==> src/design/adbcr_pkg.sv <==
// Shared types and constants for the ADB device command receiver.
// Holds the register indexes, configuration and result structs, reset values and status codes.
// No dependencies.
package adbcr_pkg;

  // configuration register indexes
  localparam logic [2:0] REG_ATTN_MIN    = 3'd0;
  localparam logic [2:0] REG_ATTN_LIMIT  = 3'd1;
  localparam logic [2:0] REG_CELL_BUDGET = 3'd2;
  localparam logic [2:0] REG_SYNC_WAIT   = 3'd3;
  localparam logic [2:0] REG_SRQ_PULSE   = 3'd4;
  localparam logic [2:0] REG_STOP_WAIT   = 3'd5;

  // reset values of the configuration registers
  localparam logic [9:0] RST_ATTN_MIN    = 10'd500;
  localparam logic [9:0] RST_ATTN_LIMIT  = 10'd1000;
  localparam logic [7:0] RST_CELL_BUDGET = 8'd130;
  localparam logic [7:0] RST_SYNC_WAIT   = 8'd100;
  localparam logic [9:0] RST_SRQ_PULSE   = 10'd250;
  localparam logic [9:0] RST_STOP_WAIT   = 10'd400;

  // frame status codes
  localparam logic [1:0] ST_OK           = 2'd0;
  localparam logic [1:0] ST_BAD_ATTN     = 2'd1;
  localparam logic [1:0] ST_CELL_TIMEOUT = 2'd2;

  typedef struct packed {
    logic [9:0] attention_min;
    logic [9:0] attention_limit;
    logic [7:0] bit_cell_budget;
    logic [7:0] sync_wait;
    logic [9:0] srq_pulse;
    logic [9:0] stop_wait;
  } adbcr_cfg_t;

  typedef struct packed {
    logic       drive_low;
    logic       cmd_valid;
    logic [7:0] command;
    logic [1:0] status;
  } adbcr_result_t;

endpackage

==> src/design/adbcr_cfg_regs.sv <==
// Configuration register file of the ADB command receiver.
// Depends on adbcr_pkg for the register indexes, reset values and struct.
module adbcr_cfg_regs
  import adbcr_pkg::*;
(
  input  logic        clk,
  input  logic        rst_n,
  input  logic        cfg_valid,
  output logic        cfg_ready,
  input  logic [2:0]  cfg_index,
  input  logic [9:0]  cfg_data,
  output adbcr_cfg_t  cfg
);

  adbcr_cfg_t cfg_r;

  // always able to take a write
  assign cfg_ready = 1'b1;
  assign cfg       = cfg_r;

  // register writes, unknown indexes ignored
  always_ff @(posedge clk) begin
    if (!rst_n) begin
      cfg_r.attention_min   <= RST_ATTN_MIN;
      cfg_r.attention_limit <= RST_ATTN_LIMIT;
      cfg_r.bit_cell_budget <= RST_CELL_BUDGET;
      cfg_r.sync_wait       <= RST_SYNC_WAIT;
      cfg_r.srq_pulse       <= RST_SRQ_PULSE;
      cfg_r.stop_wait       <= RST_STOP_WAIT;
    end else if (cfg_valid) begin
      case (cfg_index)
        REG_ATTN_MIN:    cfg_r.attention_min   <= cfg_data;
        REG_ATTN_LIMIT:  cfg_r.attention_limit <= cfg_data;
        REG_CELL_BUDGET: cfg_r.bit_cell_budget <= cfg_data[7:0];
        REG_SYNC_WAIT:   cfg_r.sync_wait       <= cfg_data[7:0];
        REG_SRQ_PULSE:   cfg_r.srq_pulse       <= cfg_data;
        REG_STOP_WAIT:   cfg_r.stop_wait       <= cfg_data;
        default: ;
      endcase
    end
  end

endmodule

==> src/design/adbcr_frame_fsm.sv <==
// Per-tick frame decoder: attention, sync, eight bit cells and stop/SRQ.
// Depends on adbcr_pkg for the configuration and result structs.
module adbcr_frame_fsm
  import adbcr_pkg::*;
(
  input  logic          clk,
  input  logic          rst_n,
  input  logic          step,
  input  logic          line_level,
  input  logic          service_request,
  input  adbcr_cfg_t    cfg,
  output adbcr_result_t result
);

  typedef enum logic [2:0] {
    PH_HUNT, PH_ATTN, PH_SYNC, PH_BITLO, PH_BITHI, PH_STOP
  } phase_t;

  phase_t      phase_r, phase_nxt;
  logic [9:0]  tick_r, tick_nxt;
  logic [7:0]  low_r, low_nxt;
  logic [3:0]  bit_idx_r, bit_idx_nxt;
  logic [7:0]  shift_r, shift_nxt;
  logic        srq_r, srq_nxt;

  logic [9:0]  tick_inc;
  logic [9:0]  budget_ext;
  logic [9:0]  hi_ticks;
  logic [3:0]  bit_idx_inc;
  logic        fin;
  logic [7:0]  fin_cmd;
  logic [1:0]  fin_st;
  logic        drive;

  assign tick_inc    = tick_r + 10'd1;
  assign budget_ext  = {2'b00, cfg.bit_cell_budget};
  assign hi_ticks    = tick_r - {2'b00, low_r};
  assign bit_idx_inc = bit_idx_r + 4'd1;

  // next state for one sample; at most two phases are visited per tick
  always_comb begin
    phase_nxt   = phase_r;
    tick_nxt    = tick_r;
    low_nxt     = low_r;
    bit_idx_nxt = bit_idx_r;
    shift_nxt   = shift_r;
    srq_nxt     = srq_r;
    fin         = 1'b0;
    fin_cmd     = 8'd0;
    fin_st      = ST_OK;
    drive       = 1'b0;

    case (phase_r)
      PH_HUNT: begin
        // falling edge counts as first attention tick
        if (!line_level) begin
          phase_nxt = PH_ATTN;
          tick_nxt  = 10'd1;
          if (cfg.attention_limit <= 10'd1) begin
            fin    = 1'b1;
            fin_st = ST_BAD_ATTN;
          end
        end
      end
      PH_ATTN: begin
        if (!line_level) begin
          tick_nxt = (tick_r == 10'h3FF) ? tick_r : tick_inc;
          if (tick_nxt >= cfg.attention_limit) begin
            fin    = 1'b1;
            fin_st = ST_BAD_ATTN;
          end
        end else if (tick_r >= cfg.attention_min) begin
          // rising tick is first tick of the sync wait
          phase_nxt   = PH_SYNC;
          bit_idx_nxt = 4'd0;
          shift_nxt   = 8'd0;
          tick_nxt    = 10'd1;
          if (cfg.sync_wait <= 8'd1) begin
            phase_nxt = PH_BITLO;
            tick_nxt  = 10'd0;
          end
        end else begin
          fin    = 1'b1;
          fin_st = ST_BAD_ATTN;
        end
      end
      PH_SYNC: begin
        if (!line_level) begin
          phase_nxt = PH_BITLO;
          tick_nxt  = 10'd1;
          if (budget_ext <= 10'd1) begin
            fin    = 1'b1;
            fin_st = ST_CELL_TIMEOUT;
          end
        end else begin
          tick_nxt = tick_inc;
          if (tick_inc >= {2'b00, cfg.sync_wait}) begin
            phase_nxt = PH_BITLO;
            tick_nxt  = 10'd0;
          end
        end
      end
      PH_BITLO: begin
        // a rise starts the high part and counts in it
        if (line_level) begin
          low_nxt   = tick_r[7:0];
          phase_nxt = PH_BITHI;
        end
        tick_nxt = tick_inc;
        if (tick_inc >= budget_ext) begin
          fin    = 1'b1;
          fin_st = ST_CELL_TIMEOUT;
        end
      end
      PH_BITHI: begin
        if (line_level) begin
          tick_nxt = tick_inc;
          if (tick_inc >= budget_ext) begin
            fin    = 1'b1;
            fin_st = ST_CELL_TIMEOUT;
          end
        end else begin
          // cell done: shift in bit, fall is first tick of next cell or stop
          shift_nxt   = {shift_r[6:0], ({2'b00, low_r} < hi_ticks)};
          bit_idx_nxt = bit_idx_inc;
          low_nxt     = 8'd0;
          tick_nxt    = 10'd1;
          if (bit_idx_inc[3]) begin
            phase_nxt = PH_STOP;
            srq_nxt   = service_request;
            if (service_request) begin
              if (cfg.srq_pulse != 10'd0) begin
                drive = 1'b1;
              end else begin
                fin     = 1'b1;
                fin_cmd = shift_nxt;
              end
            end else if (cfg.stop_wait <= 10'd1) begin
              fin     = 1'b1;
              fin_cmd = shift_nxt;
            end
          end else begin
            phase_nxt = PH_BITLO;
            if (budget_ext <= 10'd1) begin
              fin    = 1'b1;
              fin_st = ST_CELL_TIMEOUT;
            end
          end
        end
      end
      PH_STOP: begin
        if (srq_r) begin
          if (tick_r < cfg.srq_pulse) begin
            drive    = 1'b1;
            tick_nxt = tick_inc;
          end else begin
            fin     = 1'b1;
            fin_cmd = shift_r;
          end
        end else if (line_level) begin
          fin     = 1'b1;
          fin_cmd = shift_r;
        end else begin
          tick_nxt = tick_inc;
          if (tick_inc >= cfg.stop_wait) begin
            fin     = 1'b1;
            fin_cmd = shift_r;
          end
        end
      end
      default: begin
        phase_nxt = PH_HUNT;
        tick_nxt  = 10'd0;
      end
    endcase

    // frame end clears the whole decoder
    if (fin) begin
      phase_nxt   = PH_HUNT;
      tick_nxt    = 10'd0;
      low_nxt     = 8'd0;
      bit_idx_nxt = 4'd0;
      shift_nxt   = 8'd0;
      srq_nxt     = 1'b0;
    end
  end

  // result of this sample
  always_comb begin
    result.drive_low = drive;
    result.cmd_valid = fin;
    result.command   = fin ? fin_cmd : 8'd0;
    result.status    = fin ? fin_st : ST_OK;
  end

  // decoder state, advanced once per item
  always_ff @(posedge clk) begin
    if (!rst_n) begin
      phase_r   <= PH_HUNT;
      tick_r    <= 10'd0;
      low_r     <= 8'd0;
      bit_idx_r <= 4'd0;
      shift_r   <= 8'd0;
      srq_r     <= 1'b0;
    end else if (step) begin
      phase_r   <= phase_nxt;
      tick_r    <= tick_nxt;
      low_r     <= low_nxt;
      bit_idx_r <= bit_idx_nxt;
      shift_r   <= shift_nxt;
      srq_r     <= srq_nxt;
    end
  end

endmodule

==> src/design/adbcr_out_queue.sv <==
// Two-entry result queue: output register plus skid register.
// Depends on adbcr_pkg for the result struct.
module adbcr_out_queue
  import adbcr_pkg::*;
(
  input  logic          clk,
  input  logic          rst_n,
  input  logic          push,
  input  adbcr_result_t push_data,
  output logic          space,
  output logic          full,
  output logic          out_valid,
  input  logic          out_stall,
  output adbcr_result_t head
);

  logic          head_v_r, head_v_nxt;
  logic          skid_v_r, skid_v_nxt;
  adbcr_result_t head_r, head_nxt;
  adbcr_result_t skid_r, skid_nxt;
  logic          pop;

  assign pop       = head_v_r && !out_stall;
  assign space     = !skid_v_r || pop;
  assign full      = skid_v_r;
  assign out_valid = head_v_r;
  assign head      = head_r;

  // pop moves the skid item forward, push fills the first free slot
  always_comb begin
    head_v_nxt = head_v_r;
    skid_v_nxt = skid_v_r;
    head_nxt   = head_r;
    skid_nxt   = skid_r;
    if (pop) begin
      head_v_nxt = skid_v_r;
      head_nxt   = skid_r;
      skid_v_nxt = 1'b0;
    end
    if (push) begin
      if (!head_v_nxt) begin
        head_v_nxt = 1'b1;
        head_nxt   = push_data;
      end else begin
        skid_v_nxt = 1'b1;
        skid_nxt   = push_data;
      end
    end
  end

  always_ff @(posedge clk) begin
    if (!rst_n) begin
      head_v_r <= 1'b0;
      skid_v_r <= 1'b0;
    end else begin
      head_v_r <= head_v_nxt;
      skid_v_r <= skid_v_nxt;
    end
    head_r <= head_nxt;
    skid_r <= skid_nxt;
  end

endmodule

==> src/design/adb_command_receiver.sv <==
// ADB device command receiver. Each input item is one sample of the bus data
// line taken on a microsecond tick, together with the service-request flag;
// each item yields exactly one result item (drive_low, cmd_valid, command,
// status). The block takes one item per clock cycle while the output queue has
// room and runs back to back: a sample passes an input register, the frame
// decoder works on it combinationally from its registered phase and counters,
// and the result enters a two-entry output queue whose head register offers
// it; a full queue holds samples in the input register. The rate is set by
// the loop through the decoder's phase and tick counter.
// in_stall rises only when the output queue is full and out_stall is held.
// Configuration writes are accepted every cycle and take effect for the next
// sample; write them only while the block is idle.
module adb_command_receiver
  import adbcr_pkg::*;
(
  input  logic       clk,
  input  logic       rst_n,
  // sample items
  input  logic       in_valid,
  output logic       in_stall,
  input  logic       in_line_level,
  input  logic       in_service_request,
  // result items
  output logic       out_valid,
  input  logic       out_stall,
  output logic       out_drive_low,
  output logic       out_cmd_valid,
  output logic [7:0] out_command,
  output logic [1:0] out_status,
  // configuration writes
  input  logic       cfg_valid,
  output logic       cfg_ready,
  input  logic [2:0] cfg_index,
  input  logic [9:0] cfg_data
);

  logic          stage_v_r;
  logic          line_r;
  logic          srq_r;
  logic          q_space;
  logic          q_full;
  logic          step;
  adbcr_cfg_t    cfg;
  adbcr_result_t res;
  adbcr_result_t head;

  // stage fires into the queue when there is room
  assign step     = stage_v_r && q_space;
  assign in_stall = stage_v_r && !q_space;

  // input register
  always_ff @(posedge clk) begin
    if (!rst_n) begin
      stage_v_r <= 1'b0;
    end else if (!in_stall) begin
      stage_v_r <= in_valid;
    end
    if (in_valid && !in_stall) begin
      line_r <= in_line_level;
      srq_r  <= in_service_request;
    end
  end

  adbcr_cfg_regs u_cfg (
    .clk       (clk),
    .rst_n     (rst_n),
    .cfg_valid (cfg_valid),
    .cfg_ready (cfg_ready),
    .cfg_index (cfg_index),
    .cfg_data  (cfg_data),
    .cfg       (cfg)
  );

  adbcr_frame_fsm u_fsm (
    .clk             (clk),
    .rst_n           (rst_n),
    .step            (step),
    .line_level      (line_r),
    .service_request (srq_r),
    .cfg             (cfg),
    .result          (res)
  );

  adbcr_out_queue u_queue (
    .clk       (clk),
    .rst_n     (rst_n),
    .push      (step),
    .push_data (res),
    .space     (q_space),
    .full      (q_full),
    .out_valid (out_valid),
    .out_stall (out_stall),
    .head      (head)
  );

  assign out_drive_low = head.drive_low;
  assign out_cmd_valid = head.cmd_valid;
  assign out_command   = head.command;
  assign out_status    = head.status;

  // a stall on the input only ever comes from a held item in the stage
  a_stall_needs_item: assert property (@(posedge clk) disable iff (!rst_n)
    in_stall |-> stage_v_r)
    else $error("input stalled with empty stage");

  // a full queue always offers its head item
  a_full_has_head: assert property (@(posedge clk) disable iff (!rst_n)
    q_full |-> out_valid)
    else $error("skid entry held without head entry");

  // the line is never driven on the tick a frame is reported
  a_drive_not_end: assert property (@(posedge clk) disable iff (!rst_n)
    step && res.drive_low |-> !res.cmd_valid)
    else $error("drive_low together with frame end");

  // no frame end means zero command and ok status
  a_idle_result_zero: assert property (@(posedge clk) disable iff (!rst_n)
    step && !res.cmd_valid |-> (res.command == 8'd0) && (res.status == ST_OK))
    else $error("nonzero command or status without frame end");

endmodule
==> config.mk <==
export PLATFORM = sky130hd
export DESIGN_NAME = adb_command_receiver
export DESIGN_NICKNAME = d
export VERILOG_FILES = /design/src/design/adbcr_pkg.sv /design/src/design/adbcr_cfg_regs.sv /design/src/design/adbcr_frame_fsm.sv /design/src/design/adbcr_out_queue.sv /design/src/design/adb_command_receiver.sv
export SDC_FILE = /design/constraint.sdc
export NUM_CORES = 1
export LEC_CHECK = 0
export BUFFER_PORTS_ARGS = -buffer_cell sky130_fd_sc_hd__buf_2
export CORE_UTILIZATION = 40
export CTS_BUF_LIST = sky130_fd_sc_hd__clkbuf_8
export CTS_CLUSTER_SIZE = 28
export DETAILED_ROUTE_END_ITERATION = 10
export HOLD_SLACK_MARGIN = 0.02
export RECOVER_POWER = 100
export SLEW_MARGIN = 20
export SYNTH_ARGS = -nofsm -noshare
export SYNTH_HDL_FRONTEND = slang
export SYNTH_SLANG_ARGS = --single-unit
export TNS_END_PERCENT = 50
==> constraint.sdc <==
create_clock -name clk -period 3.7 [get_ports clk]
set_input_delay 0.555 -clock clk [delete_from_list [all_inputs] [get_ports clk]]
set_output_delay 0.555 -clock clk [all_outputs]
set_load 0.05 [all_outputs]
==> out/metrics.csv <==
metric,value,unit
fin_area,8250,sq um
start_kind,flip-flop,
crit_path_top_delay_cell,or3_4,
synth_edf_count,14,
syn2layout_area_growth,15.2,%
status,finished with violations,
maxCapViolations,1,
p_sw,902,uW
seq_area_frac_synth,0.352,
vias,6371,
seq_power_share,0.452,
dpl-instance-area,7760,sq um
cp_cell_sequence,ha_4 -> nand3_1 -> or3_4 -> mux2_2 -> ha_1 -> a21o_1 -> a31oi_1 -> o221ai_1 -> a21oi_2 -> o21ai_4 -> buf_4 -> o41ai_4 -> clkdlybuf4s15_2 -> a22o_1,
via_per_inst,5.50,
cts_buffer_depth,2,
vdd_ir_drop_max,0.265,mV
cts-buffers-inserted,17,
ys_ff_latch,119,
syn_area_per_cell,8.34,sq um
final_nets,1011,
intPower,2.14,mW
hold_viol,0,
min-delay-path-class,primary input to flip-flop,
dr.pass1.iters,5,
critPathMaxFanout,7,
required,4.10,ns
synth.distinct_cells,76,
drt_iter0_drc,544,
routed_wl,19400,um
violations,"max-capacitance violations, max-slew violations",
routedWlPerCell,16.7,um
sw_frac_of_total,0.296,
place.gp.congestion,0.891,
hold_ws,0.273,ns
arrival,3.91,ns
diodes,0,
comb_power_share,0.126,
dp_cells,1122,
post-route-period-util,0.947,
globalRouteTotalUtil,0.223,
tightest_slew,1.74,ns
cts_hold_buf,0,
synth_ff_type,dfxtp_1,
postRouteAntennaNets,0,
slew_headroom,-0.159,
drcViolationCount,0,
syn_area,7160,sq um
die_w,136,um
cts_htree_levels,4,
portBuffers,33,
grt_max_degree,42,
dp_hpwl,14500,um
grt_pass1_vias,5747,
path_class,flip-flop to flip-flop,
maxClockFrequency,285,MHz
power_density,369,nW/um^2
grt_overflow_total,0,
p_clk_frac,0.422,
finalSetupViolCount,0,
core-area,17400,sq um
clock_latency,0.46,ns
crit_path_end_kind,flip-flop,
grt_antenna_before_repair,0,
cts_root_buf,clkbuf_8,
finalSetupTns,0,ns
synth_warnings,0,
finalMaxSlewViolations,42,
die_height,136,um
stdcell_count,1159,
grt_pass1_wl,31100,um
start_util,0.411,
cts_sinks,119,
path_clk_slew,0.08,ns
io_pins,35,
cp_slowest_stage_delay,0.45,ns
async_flop_share,0,
cts_tree,built,
final_layout_size_suffix_gt1_frac,0.127,
core.rowCount,48,
min_period,3.50,ns
syn-num-nets,949,
p_leak,3.45,nW
die_area,18400,sq um
synthCells,859,
clock-skew-final,0.0154,ns
fillers,1769,
-- final cells by class --
class                           count  area, sq um  area share
Multi-Input combinational cell    638         4300       0.520
Clock inverter                     15          188      0.0227
Timing Repair Buffer               76          473      0.0573
Clock buffer                       17          234      0.0283
Inverter                           69          259      0.0314
Sequential cell                   119         2520       0.306
Tap cell                          225          282      0.0341
-- power by group through the flow --
stage                     sequential [mW]  combinational, mW  clock [mW]
after floorplan                      1.48              0.192           0
after global placement               1.41              0.379           0
after detailed placement             1.41              0.380           0
after CTS                            1.38              0.381        1.31
after global routing                 1.38              0.418        1.37
final                                1.38              0.383        1.29
-- per-stage QoR --
stage	utilization	setup WS (ns)	total power [mW]
final	0.474	0.197	3.05
after global routing	0.474	-0.00571	3.17
after CTS	0.470	0.0747	3.07
after detailed placement	0.445	0.0968	1.79
after global placement	0.445	0.192	1.78
after floorplan	-	0.0904	1.67
-- cells by family after synthesis --
family,count (synthesis),synth area share
multiplexers,3,0.00437
AND/OR/NAND/NOR,320,0.209
adder cells (fa/ha/maj),71,0.125
AO/OA/AOI/OAI,226,0.232
buffers and inverters,102,0.0566
XOR/XNOR,17,0.0208
flip-flops,119,0.352
other,1,0.000523
-- cells in the final DEF, fill, tap and decap left out, drive strengths merged, types with 3 or more instances in the layout --
cell type | Yosys | final
o21ai | 29 | 29
a211oi | 6 | 6
or3 | 3 | 3
buf | 13 | 59
nand4 | 12 | 12
a22o | 15 | 15
clkinvlp | 0 | 3
a32oi | 3 | 3
clkbuf | 20 | 33
o21a | 12 | 12
xor2 | 7 | 7
a32o | 5 | 5
nor2 | 34 | 34
inv | 69 | 76
o2111a | 3 | 3
nand2b | 22 | 22
nor2b | 12 | 12
and2 | 3 | 3
o22ai | 6 | 6
edfxtp | 14 | 14
a21oi | 35 | 35
o211ai | 33 | 33
nor4 | 12 | 12
nor3 | 18 | 18
a21boi | 33 | 33
and3 | 7 | 7
dfxtp | 105 | 105
a31oi | 11 | 11
a21o | 9 | 9
nand2 | 166 | 166
a41oi | 5 | 5
bufinv | 0 | 3
xnor2 | 10 | 10
nand3 | 22 | 22
ha | 69 | 69
-- per-layer routing --
| layer | track usage | vias to the layer above | wire length (um) |
|---|---|---|---|
| met5 | 0 | - | 0 |
| met4 | 0.0743 | 0 | 319 |
| met3 | 0.0451 | 22 | 1030 |
| met2 | 0.330 | 156 | 8310 |
| met1 | 0.319 | 2995 | 9690 |
| li1 | - | 3198 | - |
-- registers in the layout (all words and copies together) (netlist names) --
signal             cells
u_fsm.tick_r          10
u_fsm.shift_r          8
u_queue.full           1
u_fsm.bit_idx_r        4
u_queue.skid_r        12
stage_v_r              1
u_queue.head          12
u_fsm.srq_r            1
u_fsm.low_r            8
u_cfg.cfg             56
line_r                 1
srq_r                  1
u_queue.out_valid      1
u_fsm.phase_r          3
-- cells in the mapped netlist (all sizes together) (3+ instances only) --
| library cell | instances | area [sq um] |
|---|---|---|
| nand2 | 166 | 626 |
| dfxtp | 105 | 2100 |
| ha | 69 | 863 |
| inv | 69 | 259 |
| a21oi | 35 | 175 |
| nor2 | 34 | 128 |
| a21boi | 33 | 248 |
| o211ai | 33 | 248 |
| o21ai | 29 | 160 |
| nand2b | 22 | 138 |
| nand3 | 22 | 110 |
| clkbuf | 20 | 75.1 |
| nor3 | 18 | 95.1 |
| a22o | 15 | 131 |
| edfxtp | 14 | 420 |
| buf | 13 | 71.3 |
| nand4 | 12 | 75.1 |
| nor2b | 12 | 75.1 |
| nor4 | 12 | 103 |
| o21a | 12 | 90.1 |
| a31oi | 11 | 68.8 |
| xnor2 | 10 | 87.6 |
| a21o | 9 | 67.6 |
| and3 | 7 | 43.8 |
| xor2 | 7 | 61.3 |
| a211oi | 6 | 67.6 |
| o22ai | 6 | 37.5 |
| a32o | 5 | 50.1 |
| a41oi | 5 | 43.8 |
| a32oi | 3 | 26.3 |
| and2 | 3 | 18.8 |
| o2111a | 3 | 33.8 |
| or3 | 3 | 18.8 |
-- timing repair --
action,in CTS,in global routing
gates resized for setup,0,11
buffers inserted,0,4
setup endpoints to repair,0,33
-- critical path: cells and delay by family (launching register included) --
| kind | cells | cell delay [ns] |
|---|---|---|
| compound gates | 7 | 1.29 |
| fa+ha+maj | 2 | 0.37 |
| buf+inv | 2 | 0.50 |
| flops | 1 | 0.43 |
| mux | 1 | 0.31 |
| simple gates | 2 | 0.55 |
-- final timing paths --
kind / startpoint / to / slack (ns) / cells past startpoint
worst min register to register: u_fsm.low_r[6]$_SDFFE_PN0P_ / u_fsm.low_r[6]$_SDFFE_PN0P_ / 0.47 / 2
worst max-delay path: u_fsm.tick_r[0]$_SDFFE_PN0P_ / u_fsm.shift_r[2]$_SDFFE_PN0P_ / 0.20 / 14
worst min-delay path: in_service_request / srq_r$_DFFE_PP_ / 0.27 / 1
worst max register to register: u_fsm.tick_r[0]$_SDFFE_PN0P_ / u_fsm.shift_r[2]$_SDFFE_PN0P_ / 0.20 / 14
No activity file was read; power rests on OpenSTA's default activity.
